**config.mk**
```make
export PLATFORM = sky130hd
export DESIGN_NAME = swing_high_low_pivot_detector_top
export DESIGN_NICKNAME = d
export VERILOG_FILES = /design/src/sv/shpd_pkg.sv /design/src/sv/shpd_cmp.sv /design/src/sv/shpd_window.sv /design/src/sv/swing_high_low_pivot_detector_top.sv
export SDC_FILE = /design/constraint.sdc
export NUM_CORES = 2
export LEC_CHECK = 0
export BUFFER_PORTS_ARGS = -buffer_cell sky130_fd_sc_hd__buf_2
export CORE_UTILIZATION = 30
export CTS_BUF_LIST = sky130_fd_sc_hd__clkbuf_4 sky130_fd_sc_hd__clkbuf_8
export CTS_CLUSTER_SIZE = 24
export DETAILED_ROUTE_END_ITERATION = 10
export RECOVER_POWER = 50
export SLEW_MARGIN = 10
export SYNTH_ARGS = -nofsm -noshare
export SYNTH_HDL_FRONTEND = slang
export SYNTH_SLANG_ARGS = --single-unit
```
**constraint.sdc**
```tcl
create_clock -name clk_i -period 19.93 [get_ports clk_i]
set_input_delay 0 -clock clk_i [delete_from_list [all_inputs] [get_ports clk_i]]
set_output_delay 0 -clock clk_i [all_outputs]
set_load 0.01 [all_outputs]
```
**src/sv/shpd_pkg.sv**
```systemverilog
// shared types and constants of the swing high/low pivot detector
`timescale 1ns / 1ps
`default_nettype none

package shpd_pkg;

  // window depth by default
  localparam int unsigned MAX_WINDOW_DEF = 16;

  // payload widths
  localparam int unsigned VAL_W = 32;
  localparam int unsigned IDX_W = 32;

  // configuration widths and reset values
  localparam int unsigned WLEN_W   = 5;
  localparam int unsigned START_W  = 16;
  localparam int unsigned CFG_W    = 16;
  localparam int unsigned CFG_IX_W = 1;

  localparam logic [WLEN_W-1:0]  WINDOW_LEN_RST  = 5'd3;
  localparam logic [START_W-1:0] START_INDEX_RST = 16'd0;

  // register indexes
  localparam logic [CFG_IX_W-1:0] REG_WINDOW_LEN  = 1'd0;
  localparam logic [CFG_IX_W-1:0] REG_START_INDEX = 1'd1;

  // fewest window entries for which detection runs
  localparam int unsigned MIN_DETECT_FILL = 3;

  // result of the shared comparator
  typedef struct packed {
    logic lt;
    logic gt;
  } cmp_res_t;

endpackage

`default_nettype wire

```
**src/sv/shpd_cmp.sv**
```systemverilog
// shared signed magnitude comparator
`timescale 1ns / 1ps
`default_nettype none

module shpd_cmp (
  input  logic signed [shpd_pkg::VAL_W-1:0] a_i,
  input  logic signed [shpd_pkg::VAL_W-1:0] b_i,
  output shpd_pkg::cmp_res_t                res_o
);

  assign res_o.lt = (a_i < b_i);
  assign res_o.gt = (a_i > b_i);

endmodule

`default_nettype wire

```
**src/sv/shpd_window.sv**
```systemverilog
// circular sample window: memory of values and indices with head and fill
`timescale 1ns / 1ps
`default_nettype none

module shpd_window #(
  parameter  int unsigned MaxWindow = shpd_pkg::MAX_WINDOW_DEF,
  localparam int unsigned AW        = $clog2(MaxWindow),
  localparam int unsigned CW        = $clog2(MaxWindow + 1)
) (
  input  logic                               clk_i,
  input  logic                               rst_ni,
  input  logic                               upd_i,
  input  logic        [CW-1:0]               cap_i,
  input  logic signed [shpd_pkg::VAL_W-1:0]  wr_val_i,
  input  logic        [shpd_pkg::IDX_W-1:0]  wr_idx_i,
  input  logic        [AW-1:0]               rd_off_i,
  output logic        [CW-1:0]               fill_o,
  output logic signed [shpd_pkg::VAL_W-1:0]  rd_val_o,
  output logic        [shpd_pkg::IDX_W-1:0]  rd_idx_o
);

  localparam logic [CW:0] DEPTH = (CW + 1)'(MaxWindow);

  logic signed [shpd_pkg::VAL_W-1:0] val_mem [MaxWindow];
  logic        [shpd_pkg::IDX_W-1:0] idx_mem [MaxWindow];

  logic [AW-1:0] head_q, head_d;
  logic [CW-1:0] fill_q, fill_d;
  logic [CW-1:0] f1, f2, drops;
  logic [CW:0]   hsum, wsum, rsum;
  logic [AW-1:0] wpos, raddr;
  logic          wr_en;

  always_comb begin
    // trim to the cap, then make room for the new entry
    f1 = (fill_q > cap_i) ? cap_i : fill_q;
    f2 = ((cap_i != '0) && (f1 >= cap_i)) ? f1 - 1'b1 : f1;
    drops = fill_q - f2;
    hsum = (CW + 1)'(head_q) + (CW + 1)'(drops);
    if (hsum >= DEPTH) hsum = hsum - DEPTH;
    wsum = hsum + (CW + 1)'(f2);
    if (wsum >= DEPTH) wsum = wsum - DEPTH;
    rsum = (CW + 1)'(head_q) + (CW + 1)'(rd_off_i);
    if (rsum >= DEPTH) rsum = rsum - DEPTH;
    wpos  = wsum[AW-1:0];
    raddr = rsum[AW-1:0];
    wr_en = upd_i && (cap_i != '0);
    head_d = head_q;
    fill_d = fill_q;
    if (upd_i) begin
      head_d = hsum[AW-1:0];
      fill_d = wr_en ? f2 + 1'b1 : f2;
    end
  end

  always_ff @(posedge clk_i or negedge rst_ni) begin
    if (!rst_ni) begin
      head_q <= '0;
      fill_q <= '0;
    end else begin
      head_q <= head_d;
      fill_q <= fill_d;
    end
  end

  always_ff @(posedge clk_i) begin
    if (wr_en) begin
      val_mem[wpos] <= wr_val_i;
      idx_mem[wpos] <= wr_idx_i;
    end
    rd_val_o <= val_mem[raddr];
    rd_idx_o <= idx_mem[raddr];
  end

  assign fill_o = fill_q;

endmodule

`default_nettype wire

```
**src/sv/swing_high_low_pivot_detector_top.sv**
```systemverilog
// top level of the swing high/low pivot detector: sequencer and pivot state
`timescale 1ns / 1ps
`default_nettype none

// Zigzag swing pivot detector. One signed sample is taken per input beat and
// pushed into a circular window of the last min(window_len, MaxWindow)
// samples. A running low and high are tracked; from start_index on, a low
// that is older than window_len samples is reported once as a pivot beat,
// after which the running high is reloaded with the window maximum (oldest
// entry wins ties), and the same for highs against the window minimum.
// Reports alternate low and high. An accepted sample passes the update,
// low-check, high-check and done states (the high check is skipped while
// the window holds fewer than three samples); a report adds a rescan that
// streams all fill entries (fill being the window occupancy, at most
// MaxWindow) one entry per cycle through the single shared comparator
// behind a registered read. The finished pivot sits in an output register,
// so the next sample is taken while it waits; a second pivot then holds the
// block until the first beat is taken. No clearing pass after reset.
// Configuration is to be written only while idle; the block does not enforce it.
module swing_high_low_pivot_detector_top #(
  parameter int unsigned MaxWindow = shpd_pkg::MAX_WINDOW_DEF
) (
  input  logic                                clk_i,
  input  logic                                rst_ni,
  // configuration write port
  input  logic                                cfg_we_i,
  input  logic        [shpd_pkg::CFG_IX_W-1:0] cfg_index_i,
  input  logic        [shpd_pkg::CFG_W-1:0]    cfg_data_i,
  // sample channel
  input  logic                                sample_valid_i,
  output logic                                sample_ready_o,
  input  logic signed [shpd_pkg::VAL_W-1:0]    sample_value_i,
  // pivot channel
  output logic                                pivot_valid_o,
  input  logic                                pivot_ready_i,
  output logic signed [shpd_pkg::VAL_W-1:0]    pivot_value_o,
  output logic        [shpd_pkg::IDX_W-1:0]    pivot_index_o,
  output logic                                pivot_is_high_o
);

  localparam int unsigned AW = $clog2(MaxWindow);
  localparam int unsigned CW = $clog2(MaxWindow + 1);
  // common width for the window_len versus depth compare
  localparam int unsigned LW = (CW > shpd_pkg::WLEN_W) ? CW : shpd_pkg::WLEN_W;

  // sequencer states
  typedef enum logic [5:0] {
    S_IDLE = 6'b000001,
    S_UPD  = 6'b000010,
    S_LOW  = 6'b000100,
    S_SCAN = 6'b001000,
    S_HIGH = 6'b010000,
    S_DONE = 6'b100000
  } state_e;

  state_e state_q, state_d;

  // configuration
  logic [shpd_pkg::WLEN_W-1:0]  wlen_q;
  logic [shpd_pkg::START_W-1:0] start_q;

  // per-sample and tracking state
  logic signed [shpd_pkg::VAL_W-1:0] samp_q;
  logic        [shpd_pkg::IDX_W-1:0] idx_q;
  logic signed [shpd_pkg::VAL_W-1:0] low_val_q, high_val_q;
  logic        [shpd_pkg::IDX_W-1:0] low_at_q, high_at_q;
  logic                              low_rep_q, high_rep_q;
  logic                              emit_q;     // this sample reports a pivot
  logic                              scan_hi_q;  // rescan looks for the maximum
  logic        [CW-1:0]              cnt_q;

  // pending result and output register
  logic signed [shpd_pkg::VAL_W-1:0] res_val_q;
  logic        [shpd_pkg::IDX_W-1:0] res_at_q;
  logic                              res_hi_q;
  logic                              out_valid_q;

  // window and comparator hookup
  logic        [CW-1:0]              cap;
  logic        [CW-1:0]              win_fill;
  logic signed [shpd_pkg::VAL_W-1:0] rd_val;
  logic        [shpd_pkg::IDX_W-1:0] rd_idx;
  logic signed [shpd_pkg::VAL_W-1:0] cmp_a, cmp_b;
  shpd_pkg::cmp_res_t                cmp_res;

  logic                              win_upd;
  logic                              enough;
  logic                              past_start;
  logic                              low_old, high_old;
  logic                              take;
  logic                              out_free;

  // window holds min(window_len, depth) entries
  always_comb begin
    if (LW'(wlen_q) < LW'(MaxWindow)) cap = CW'(wlen_q);
    else cap = CW'(MaxWindow);
  end

  assign win_upd    = (state_q == S_UPD);
  assign enough     = (win_fill >= CW'(shpd_pkg::MIN_DETECT_FILL));
  assign past_start = (idx_q >= shpd_pkg::IDX_W'(start_q));
  // ages wrap modulo the index width
  assign low_old    = ((idx_q - low_at_q) > shpd_pkg::IDX_W'(wlen_q));
  assign high_old   = ((idx_q - high_at_q) > shpd_pkg::IDX_W'(wlen_q));

  shpd_window #(
    .MaxWindow(MaxWindow)
  ) u_window (
    .clk_i   (clk_i),
    .rst_ni  (rst_ni),
    .upd_i   (win_upd),
    .cap_i   (cap),
    .wr_val_i(samp_q),
    .wr_idx_i(idx_q),
    .rd_off_i(cnt_q[AW-1:0]),
    .fill_o  (win_fill),
    .rd_val_o(rd_val),
    .rd_idx_o(rd_idx)
  );

  // one comparator serves the low check, the high check and the rescan
  always_comb begin
    cmp_a = samp_q;
    cmp_b = low_val_q;
    if (state_q == S_HIGH) begin
      cmp_b = high_val_q;
    end else if (state_q == S_SCAN) begin
      cmp_a = rd_val;
      cmp_b = scan_hi_q ? high_val_q : low_val_q;
    end
  end

  shpd_cmp u_cmp (
    .a_i  (cmp_a),
    .b_i  (cmp_b),
    .res_o(cmp_res)
  );

  // first entry always taken, later ones only when strictly better
  assign take     = (cnt_q == CW'(1)) || (scan_hi_q ? cmp_res.gt : cmp_res.lt);
  assign out_free = !out_valid_q || pivot_ready_i;

  always_comb begin
    state_d = state_q;
    unique case (state_q)
      S_IDLE: if (sample_valid_i) state_d = S_UPD;
      S_UPD:  state_d = S_LOW;
      S_LOW: begin
        if (!enough) state_d = S_DONE;
        else if (cmp_res.lt) state_d = S_HIGH;
        else if (past_start && low_old && !low_rep_q) state_d = S_SCAN;
        else state_d = S_HIGH;
      end
      S_SCAN: begin
        if ((cnt_q != '0) && (cnt_q == win_fill)) state_d = scan_hi_q ? S_HIGH : S_DONE;
      end
      S_HIGH: begin
        if (cmp_res.gt) state_d = S_DONE;
        else if (past_start && high_old && !high_rep_q && !emit_q) state_d = S_SCAN;
        else state_d = S_DONE;
      end
      S_DONE: if (!emit_q || out_free) state_d = S_IDLE;
      default: state_d = S_IDLE;
    endcase
  end

  // control state
  always_ff @(posedge clk_i or negedge rst_ni) begin
    if (!rst_ni) begin
      state_q     <= S_IDLE;
      wlen_q      <= shpd_pkg::WINDOW_LEN_RST;
      start_q     <= shpd_pkg::START_INDEX_RST;
      idx_q       <= '0;
      low_rep_q   <= 1'b0;
      high_rep_q  <= 1'b0;
      emit_q      <= 1'b0;
      scan_hi_q   <= 1'b0;
      cnt_q       <= '0;
      out_valid_q <= 1'b0;
    end else begin
      state_q <= state_d;
      if (cfg_we_i) begin
        unique case (cfg_index_i)
          shpd_pkg::REG_WINDOW_LEN:  wlen_q  <= cfg_data_i[shpd_pkg::WLEN_W-1:0];
          shpd_pkg::REG_START_INDEX: start_q <= cfg_data_i[shpd_pkg::START_W-1:0];
          default: ;
        endcase
      end
      // load a finished pivot, else retire the beat taken by the receiver
      if (state_q == S_DONE && emit_q && out_free) begin
        out_valid_q <= 1'b1;
      end else if (out_valid_q && pivot_ready_i) begin
        out_valid_q <= 1'b0;
      end
      unique case (state_q)
        S_UPD: emit_q <= 1'b0;
        S_LOW: begin
          if (enough && !cmp_res.lt && past_start && low_old && !low_rep_q) begin
            low_rep_q  <= 1'b1;
            high_rep_q <= 1'b0;
            emit_q     <= 1'b1;
            scan_hi_q  <= 1'b1;
            cnt_q      <= '0;
          end
        end
        S_HIGH: begin
          if (!cmp_res.gt && past_start && high_old && !high_rep_q && !emit_q) begin
            high_rep_q <= 1'b1;
            low_rep_q  <= 1'b0;
            emit_q     <= 1'b1;
            scan_hi_q  <= 1'b0;
            cnt_q      <= '0;
          end
        end
        S_SCAN: begin
          if (cnt_q != win_fill || cnt_q == '0) cnt_q <= cnt_q + 1'b1;
        end
        S_DONE: begin
          if (!emit_q || out_free) idx_q <= idx_q + 1'b1;
        end
        default: ;
      endcase
    end
  end

  // payload registers
  always_ff @(posedge clk_i) begin
    unique case (state_q)
      S_IDLE: if (sample_valid_i) samp_q <= sample_value_i;
      S_UPD: begin
        // first sample and index wrap seed both running extremes
        if (idx_q == '0) begin
          low_val_q  <= samp_q;
          low_at_q   <= '0;
          high_val_q <= samp_q;
          high_at_q  <= '0;
        end
      end
      S_LOW: begin
        if (enough) begin
          if (cmp_res.lt) begin
            low_val_q <= samp_q;
            low_at_q  <= idx_q;
          end else if (past_start && low_old && !low_rep_q) begin
            res_val_q <= low_val_q;
            res_at_q  <= low_at_q;
            res_hi_q  <= 1'b0;
          end
        end
      end
      S_SCAN: begin
        if (cnt_q != '0 && take) begin
          if (scan_hi_q) begin
            high_val_q <= rd_val;
            high_at_q  <= rd_idx;
          end else begin
            low_val_q <= rd_val;
            low_at_q  <= rd_idx;
          end
        end
      end
      S_HIGH: begin
        if (cmp_res.gt) begin
          high_val_q <= samp_q;
          high_at_q  <= idx_q;
        end else if (past_start && high_old && !high_rep_q && !emit_q) begin
          res_val_q <= high_val_q;
          res_at_q  <= high_at_q;
          res_hi_q  <= 1'b1;
        end
      end
      S_DONE: begin
        if (emit_q && out_free) begin
          pivot_value_o   <= res_val_q;
          pivot_index_o   <= res_at_q;
          pivot_is_high_o <= res_hi_q;
        end
      end
      default: ;
    endcase
  end

  assign sample_ready_o = (state_q == S_IDLE);
  assign pivot_valid_o  = out_valid_q;

  // a rescan only runs over a window that allows detection
  a_scan_fill: assert property (@(posedge clk_i) disable iff (!rst_ni)
    (state_q == S_SCAN) |-> (win_fill >= CW'(shpd_pkg::MIN_DETECT_FILL)))
    else $error("rescan over a short window");

  // rescan counter stays within the window
  a_scan_cnt: assert property (@(posedge clk_i) disable iff (!rst_ni)
    (state_q == S_SCAN) |-> (cnt_q <= win_fill))
    else $error("rescan counter beyond fill");

  // reports alternate, so both sides are never marked reported at once
  a_rep_excl: assert property (@(posedge clk_i) disable iff (!rst_ni)
    !(low_rep_q && high_rep_q))
    else $error("both pivot sides marked reported");

  // a new pivot is only loaded into a free output register
  a_out_load: assert property (@(posedge clk_i) disable iff (!rst_ni)
    (out_valid_q && !pivot_ready_i && state_q == S_DONE && emit_q) |=> out_valid_q &&
    (state_q == S_DONE))
    else $error("pivot overwritten while pending");

endmodule

`default_nettype wire
```
# Word-level counts from Yosys, hierarchy flattened
# Memory sizes are Yosys's and may differ from the RTL's. A register that Yosys moved wholly into a read port is not among the register bits.
# Cells that the tools add are included.
dict set report totals {
  ram_bits 1024
  output_inout_bits 67
  memories 2
  reg_bits 367
  in_bits 54
  wordCells 205
}
# name words width rd rd_ports_with_merged_regs wr line
set mem_list {}
lappend mem_list {u_window.idx_mem 16 32 1 1 1 shpd_window.sv:25} ;# logic [shpd_pkg::IDX_W-1:0] idx_mem [MaxWindow];
lappend mem_list {u_window.val_mem 16 32 1 1 1 shpd_window.sv:24} ;# logic signed [shpd_pkg::VAL_W-1:0] val_mem [MaxWindow];
dict set report op_classes {
  n_eq_ne 26
  bitwise 1
  n_reduce_logical 53
  order_cmp 12
  addsub 13
  muxes 76
}
# cell count
set ops {}
lappend ops {{32-bit two-way mux} 31}
lappend ops {{32-bit case mux with 3 select lines} 4}
lappend ops {{32-bit case mux with 2 select lines} 2}
lappend ops {{32-bit by 5-bit > comparator with 1-bit output} 2}
lappend ops {{32-bit subtractor} 2}
lappend ops {{6-bit two-way mux} 8}
lappend ops {{5-bit two-way mux} 9}
lappend ops {{6-bit case mux with 6 select lines} 1}
lappend ops {{32-bit by 1-bit adder with 32-bit output (second input constant)} 1}
lappend ops {{32-bit by 16-bit greater-or-equal comparator with 1-bit output} 1}
lappend ops {{32-bit > comparator} 1}
lappend ops {{32-bit logical NOT} 1}
lappend ops {{32-bit < comparator} 1}
lappend ops {{2-bit != test (second input constant)} 12}
lappend ops {{1-bit logical AND} 21}
lappend ops {{5-bit case mux with 3 select lines} 1}
lappend ops {{1-bit two-way mux} 14}
lappend ops {{6-bit by 5-bit greater-or-equal comparator with 1-bit output (second input constant)} 2}
lappend ops {{6-bit AND reduction} 2}
lappend ops {{3-bit nonzero test} 4}
lappend ops {{5-bit by 1-bit adder with 5-bit output (second input constant)} 2}
lappend ops {{2-bit by 1-bit != test with 1-bit output (second input constant)} 5}
lappend ops {{2-bit AND reduction} 5}
lappend ops {{5-bit nonzero test} 2}
lappend ops {{other kinds (32)} 47}

# Depth between registers and ports, before layout
dict set report logic_depth {
  word_depth 14
  depth_mapped 27
  mapped_depth_nobuf 27
}

# Hierarchy
# Synthesis repeated with hierarchy kept, for this count alone.
dict set report unflattened {
  cells_unflattened 3871
  hier_area_um2 61776.7
}
# mod cells_each instances area_each_um2 seq_area_each_um2
set by_module_without_submodules {}
lappend by_module_without_submodules {shpd_window 2025 1 41591.1 32255.9}
lappend by_module_without_submodules {swing_high_low_pivot_detector_top 1731 1 19356.1 10413.7}
lappend by_module_without_submodules {shpd_cmp 115 1 829.5 0.0}

# Worst setup path after synthesis
# No wires, ideal clock.
dict set report synth_path {
  kind {flip-flop to flip-flop}
  start {register wlen_q[4] (netlist bit)}
  end {memory u_window.idx_mem[0][0] (netlist bit) (enable)}
  path_buffers 0
  setup_ns 0.486
  slack_ns 10.783
  period_less_slack_ns 9.147
  arrival_time_ns 8.661
  path_stages_with_launch 26
  required_time_ns 19.444
  path_cell_list {dfrtp_1 -> inv_1 -> nand2_1 -> ha_1 -> and3_1 -> o21ai_0 -> a32oi_1 -> mux2i_1 -> ha_1 -> nand2b_1 -> a21o_1 -> a21o_1 -> a21o_1 -> a21oi_1 -> o21ai_0 -> and2_1 -> ha_1 -> fa_1 -> fa_1 -> inv_1 -> ha_1 -> a41o_1 -> a21oi_1 -> xor2_1 -> or4_1 -> nor2_1}
}
dict set report synth_between {
  elab_chain_cells 14
  elab_cells_between_ends 21
  classes_between {6 x add/sub; 5 x order compare; 7 x mux; 3 x reduce/logical}
}
# element line
set synth_lines {}
lappend synth_lines {{from (decl)} swing_high_low_pivot_detector_top.sv:59} ;# logic [shpd_pkg::WLEN_W-1:0] wlen_q;
lappend synth_lines {{from (signal assigned)} swing_high_low_pivot_detector_top.sv:171} ;# wlen_q <= shpd_pkg::WINDOW_LEN_RST;
lappend synth_lines {{from (signal assigned)} swing_high_low_pivot_detector_top.sv:184} ;# shpd_pkg::REG_WINDOW_LEN: wlen_q <= cfg_data_i[shpd_pkg::WLEN_W-1:0];
lappend synth_lines {{5-bit < comparator} swing_high_low_pivot_detector_top.sv:95} ;# if (LW'(wlen_q) < LW'(MaxWindow)) cap = CW'(wlen_q);
lappend synth_lines {{5-bit two-way mux (*)} swing_high_low_pivot_detector_top.sv:95}
lappend synth_lines {{5-bit > comparator} shpd_window.sv:36} ;# f1 = (fill_q > cap_i) ? cap_i : fill_q;
lappend synth_lines {{5-bit two-way mux} shpd_window.sv:36}
lappend synth_lines {{5-bit greater-or-equal comparator} shpd_window.sv:37} ;# f2 = ((cap_i != '0) && (f1 >= cap_i)) ? f1 - 1'b1 : f1;
lappend synth_lines {{1-bit logical AND} shpd_window.sv:37}
lappend synth_lines {{5-bit two-way mux (*)} shpd_window.sv:37}
lappend synth_lines {{5-bit subtractor (*)} shpd_window.sv:38} ;# drops = fill_q - f2;
lappend synth_lines {{4-bit by 5-bit adder with 6-bit output (*)} shpd_window.sv:39} ;# hsum = (CW + 1)'(head_q) + (CW + 1)'(drops);
lappend synth_lines {{6-bit by 5-bit subtractor with 6-bit output or 6-bit by 5-bit greater-or-equal comparator with 1-bit output (tied branches)} shpd_window.sv:40} ;# if (hsum >= DEPTH) hsum = hsum - DEPTH;
lappend synth_lines {{6-bit two-way mux (*)} shpd_window.sv:40}
lappend synth_lines {{net u_window.hsum[1]} shpd_window.sv:30} ;# logic [CW:0] hsum, wsum, rsum;
lappend synth_lines {{6-bit by 5-bit adder with 6-bit output (*)} shpd_window.sv:41} ;# wsum = hsum + (CW + 1)'(f2);
lappend synth_lines {{6-bit by 5-bit greater-or-equal comparator with 1-bit output or 4-bit by 1-bit subtractor with 4-bit output (tied branches)} shpd_window.sv:42} ;# if (wsum >= DEPTH) wsum = wsum - DEPTH;
lappend synth_lines {{4-bit two-way mux (*)} shpd_window.sv:42}
lappend synth_lines {{to (decl)} shpd_window.sv:25}
# Mark *: on every way through the listed nets, which the timed path passes. The rest lies on a longest branch.

# Worst setup path in the final report
dict set report layout_path {
  start {register state_q[0]}
  end {register low_val_q[12] (netlist bit) (enable)}
}
dict set report layout_between {
  elab_chain_cells 9
  elab_cells_between_ends 20
  classes_between {2 x order compare; 9 x eq/ne; 5 x mux; 4 x reduce/logical}
}
# element line
set layout_lines {}
lappend layout_lines {{from (decl)} swing_high_low_pivot_detector_top.sv:56} ;# state_e state_q, state_d;
lappend layout_lines {{from (signal assigned)} swing_high_low_pivot_detector_top.sv:181} ;# state_q <= state_d;
lappend layout_lines {{6-bit by 4-bit == test with 1-bit output} {swing_high_low_pivot_detector_top.sv:127, swing_high_low_pivot_detector_top.sv:228}}
lappend layout_lines {{32-bit two-way mux} swing_high_low_pivot_detector_top.sv:127} ;# end else if (state_q == S_SCAN) begin
lappend layout_lines {{32-bit two-way mux} swing_high_low_pivot_detector_top.sv:125} ;# if (state_q == S_HIGH) begin
lappend layout_lines {{32-bit < comparator or 32-bit > comparator (tied branches)} {shpd_cmp.sv:11, shpd_cmp.sv:12}}
lappend layout_lines {{1-bit two-way mux} swing_high_low_pivot_detector_top.sv:140} ;# assign take = (cnt_q == CW'(1)) || (scan_hi_q ? cmp_res.gt : cmp_res.lt);
lappend layout_lines {{1-bit logical OR} swing_high_low_pivot_detector_top.sv:140}
lappend layout_lines {{1-bit logical AND} swing_high_low_pivot_detector_top.sv:252} ;# if (cnt_q != '0 && take) begin
lappend layout_lines {{2-bit by 1-bit != test with 1-bit output (no line)} n/a}
lappend layout_lines {{6-bit AND reduction (no line) (*)} n/a}
lappend layout_lines {{to (signal assigned)} swing_high_low_pivot_detector_top.sv:233} ;# low_val_q <= samp_q;
lappend layout_lines {{to (signal assigned)} swing_high_low_pivot_detector_top.sv:242} ;# low_val_q <= samp_q;
lappend layout_lines {{to (signal assigned)} swing_high_low_pivot_detector_top.sv:257} ;# low_val_q <= rd_val;
lappend layout_lines {{to (decl)} swing_high_low_pivot_detector_top.sv:65} ;# logic signed [shpd_pkg::VAL_W-1:0] low_val_q, high_val_q;
# Every way passes the cells marked *; elsewhere a longest branch is shown, timed or not.
# A chain may end at the register's enable or synchronous reset.

==> flow_metrics.env <==
export IMPL_end_kind="register"
export IMPL_cts_max_level=4
export IMPL_violations="max-capacitance violations, max-slew violations"
export IMPL_ctsHoldBuffers=120
export IMPL_place_congestion=0.8653
export IMPL_post_synth_edffs=1314
export IMPL_yosys_warnings=0
export IMPL_synth_net_count=4040
export IMPL_finalClockSkew_ns=0.06368
export IMPL_post_cts_repair_setup_buffers=0
export IMPL_tritoncts="done"
export IMPL_rows=165
export IMPL_cts_made_buffers=230
export IMPL_async_flop_share=0.05292
export IMPL_layout_nets=4425
export IMPL_setup_violations=0
export IMPL_drt_wl_total_microns=159300
export IMPL_grt_setup_unrepaired="no"
export IMPL_drc_marker_count_from_the_first_detailed_route_iteration=3125
export IMPL_mappedNetlistArea_sq_mm=0.06097
export IMPL_syn2layout_area_growth_pct=16.38
export IMPL_setup_reg_to_reg_worst_slack_ns=9.34
export IMPL_grtUsageMet2=0.2616
export IMPL_cts_buffer_depth=3
export IMPL_relSlewSlack=-1.282
export IMPL_die_boundary_width_microns=452.8
export IMPL_most_frequent_cells_in_the_layout="sky130_fd_sc_hd__edfxtp_1, sky130_fd_sc_hd__nand2_1, sky130_fd_sc_hd__mux4_2, sky130_fd_sc_hd__clkbuf_8, sky130_fd_sc_hd__ha_1"
export IMPL_drc=0
export IMPL_worstPathRequired_ns=20.46
export IMPL_design_core_area_sq_mm=0.2021
export IMPL_post_drt_wl_per_cell_microns=22.45
export IMPL_first_pass_iters=6
export IMPL_synth_yosys_seq_area_share=0.6999
export IMPL_grt_util_all_layers=0.1539
export IMPL_max_cap_violations=15
export IMPL_final_layout_size_suffix_gt1_frac=0.1872
export IMPL_busiest_layer="met2"
export IMPL_setup_tns_ns=0
export IMPL_syn_instance_count=3832
export IMPL_power_share_combinational=0.319
export IMPL_dr_total_vias=35210
export IMPL_critical_path_endpoint="low_val_q[12]"
export IMPL_crit_path_start="state_q[0]"
export IMPL_origin_of_the_worst_min_delay_path="pivot_ready_i"
export IMPL_final_hold_violation_count=0
export IMPL_floorplan_io_pins=121
export IMPL_grt_pass1_wl_microns=235900
export IMPL_worstSetupPathType="register to register"
export IMPL_cts_reportedPaths_clkPinSlew_ns=0.06
export IMPL_worstSkewPairLatency_ns=0.96
export IMPL_clkPwrFrac=0.266
export IMPL_place_detailed_hpwl_microns=95820
export IMPL_power_sequential_fraction=0.414
export IMPL_cts_root_buffer="sky130_fd_sc_hd__clkbuf_8"
export IMPL_gr_total_overflow=0
export IMPL_netSwitchingFraction=0.3434
export IMPL_worst_reg2reg_path_length_in_cells=21
export IMPL_clock_sink_count=1455
export IMPL_grt_use_met1=0.2036
export IMPL_timing_critical_path_fanout_max=64
export IMPL_cts_resized=0
export IMPL_run_status="finished, violations left"
export IMPL_power_static_leakage_nw=25.76
export IMPL_drt_vias_per_instance=4.963
export IMPL_met3_usage=0.02515
export IMPL_power_density_mw_per_mm2=140.4
export IMPL_netlist_cell_type_count=87
export IMPL_placement_io_buffers=120
export IMPL_mostFrequentLayoutCell="sky130_fd_sc_hd__edfxtp_1"
export IMPL_regToRegStartpoint="state_q[0]"
export IMPL_post_synth_cell_area_avg_sq_um=15.91
export IMPL_r2r_end="low_val_q[12]"
export IMPL_final_max_slew_viol_count=514
export IMPL_p_int_mw=6.540
export IMPL_maximum_number_of_pins_on_one_net_before_global_route_repair=92
export IMPL_die_height_microns=452.8
export IMPL_setup_worst_path_start_class="register"
export IMPL_worst_pin_slew_ns=3.423
export IMPL_antenna_found_initial=5
export IMPL_power_mw=9.961
export IMPL_initial_core_util=0.3016
export IMPL_number_of_global_route_vias_before_repair=36210
export IMPL_floorplan_die_area_sq_mm=0.2050
export IMPL_synth_flop_cell="sky130_fd_sc_hd__edfxtp_1"
export IMPL_timing_critical_path_arrival_ns=11.12
export IMPL_fillerInstances=19240
export IMPL_final_worst_path_period_share=0.5316
export IMPL_flip_flop_and_latch_count_after_synthesis=1455
export IMPL_timing_final_crit_period_ns=10.59
export IMPL_clock_fmax_mhz=94.39
export IMPL_max_vdd_ir_drop_v=0.0003011
export IMPL_antenna_left=0
export IMPL_timing_hold_worst_class="primary input to register"
export IMPL_power_net_switching_mw=3.421
==> through the flow <==
step	setup WS, ns	hold slack, ns	util	instance area, sq um	std cells
final	9.336	0.03829	0.3510	70950	7093
after global routing	8.835	0.04034	0.3510	70950	7092
after CTS	10.64	0.0001205	0.3522	71180	7089
after detailed placement	10.70	-0.09347	0.3220	65080	6536
after global placement	10.76	-0.09497	0.3220	65080	6536
after floorplan	10.78	-0.2956	-	60970	3832
==> power groups by stage <==
stage	combinational (mW)	clock, mW	sequential, mW
CTS	3.23	2.72	4.13
floorplan	2.16	0	4.11
global placement	3.19	0	4.17
global route	3.47	2.85	4.16
finish	3.18	2.65	4.13
detailed placement	3.20	0	4.19
==> kinds of logic after synthesis <==
| kind of cell | after synthesis | synth area share |
|---|---|---|
| XOR/XNOR | 84 | 0.01207 |
| AO/OA/AOI/OAI | 512 | 0.05621 |
| AND/OR/NAND/NOR | 1003 | 0.07321 |
| adder cells (fa/ha/maj) | 154 | 0.03234 |
| flip-flops | 1455 | 0.6999 |
| buffers and inverters | 297 | 0.01939 |
| multiplexers | 327 | 0.1069 |
==> sequential cells by signal (all words and copies together) (netlist names), 6 cells and up <==
name	cells
start_q	16
low_val_q	32
u_window.idx_mem	512
res_at_q	32
high_at_q	32
pivot_index_o	32
high_val_q	32
res_val_q	32
u_window.rd_val_o	32
low_at_q	32
pivot_value_o	32
state_q	6
idx_q	32
samp_q	32
u_window.val_mem	512
u_window.rd_idx_o	32
==> how the worst min path moves through the flow <==
stage                          endpoint  slack [ns]  cells after the start
after CTS                 pivot_valid_o      0.0001                      4
after detailed placement      wlen_q[3]       -0.09                      1
after global placement        wlen_q[3]       -0.09                      1
after global routing      pivot_valid_o        0.04                      4
final                     pivot_valid_o        0.04                      4
after floorplan                cnt_q[0]       -0.30                      0
==> worst max-delay path: stages (launching register included) <==
cell and delay (ns):
sky130_fd_sc_hd__dfstp_1 0.54, sky130_fd_sc_hd__nor4_1 0.09, sky130_fd_sc_hd__nand3b_1 0.09, sky130_fd_sc_hd__clkbuf_1 1.87, sky130_fd_sc_hd__clkinvlp_2 1.87, sky130_fd_sc_hd__a21oi_4 0.38, sky130_fd_sc_hd__buf_4 0.56, sky130_fd_sc_hd__mux2i_1 0.24
sky130_fd_sc_hd__ha_1 0.35, sky130_fd_sc_hd__nand4_1 0.10, sky130_fd_sc_hd__nor2_1 0.39, sky130_fd_sc_hd__nand2_1 0.10, sky130_fd_sc_hd__a2111oi_0 0.39, sky130_fd_sc_hd__buf_4 0.22, sky130_fd_sc_hd__o41ai_2 0.08, sky130_fd_sc_hd__buf_4 0.19
sky130_fd_sc_hd__a21oi_1 0.58, sky130_fd_sc_hd__mux2i_1 0.17, sky130_fd_sc_hd__a22oi_1 0.20, sky130_fd_sc_hd__o22ai_1 0.13, sky130_fd_sc_hd__and4b_4 0.45, sky130_fd_sc_hd__buf_4 0.85
==> cell type report <==
cell class	count	area, sq um	area share
Sequential cell	1455	42670	0.6014
Multi-Input combinational cell	2080	17330	0.2443
Clock buffer	324	4003	0.05641
Tap cell	2672	3343	0.04712
Timing Repair Buffer	330	2250	0.03171
Clock inverter	109	893.4	0.01259
Inverter	120	451.7	0.006366
Antenna cell	3	7.507	0.0001058
==> synthesized netlist by cell type (all sizes together) (64+ instances only) <==
cell    count  share of area
inv       120         0.0074
o21ai      97         0.0080
dfxtp      64          0.021
a31oi      74         0.0076
mux4      256          0.095
ha        148          0.030
nand2     653          0.040
edfxtp   1314           0.65
a21oi     108         0.0092
nor2       84         0.0052
dfrtp      74          0.030
and3       75         0.0077
clkbuf    134         0.0088
==> per-layer routing <==
metal | routed length, microns | up-vias
met5 | 0 | -
li1 | - | 15660
met1 | 68770 | 18260
met4 | 3069 | 0
met3 | 8654 | 225
met2 | 78760 | 1061
No activity file was read; power rests on OpenSTA's default activity.
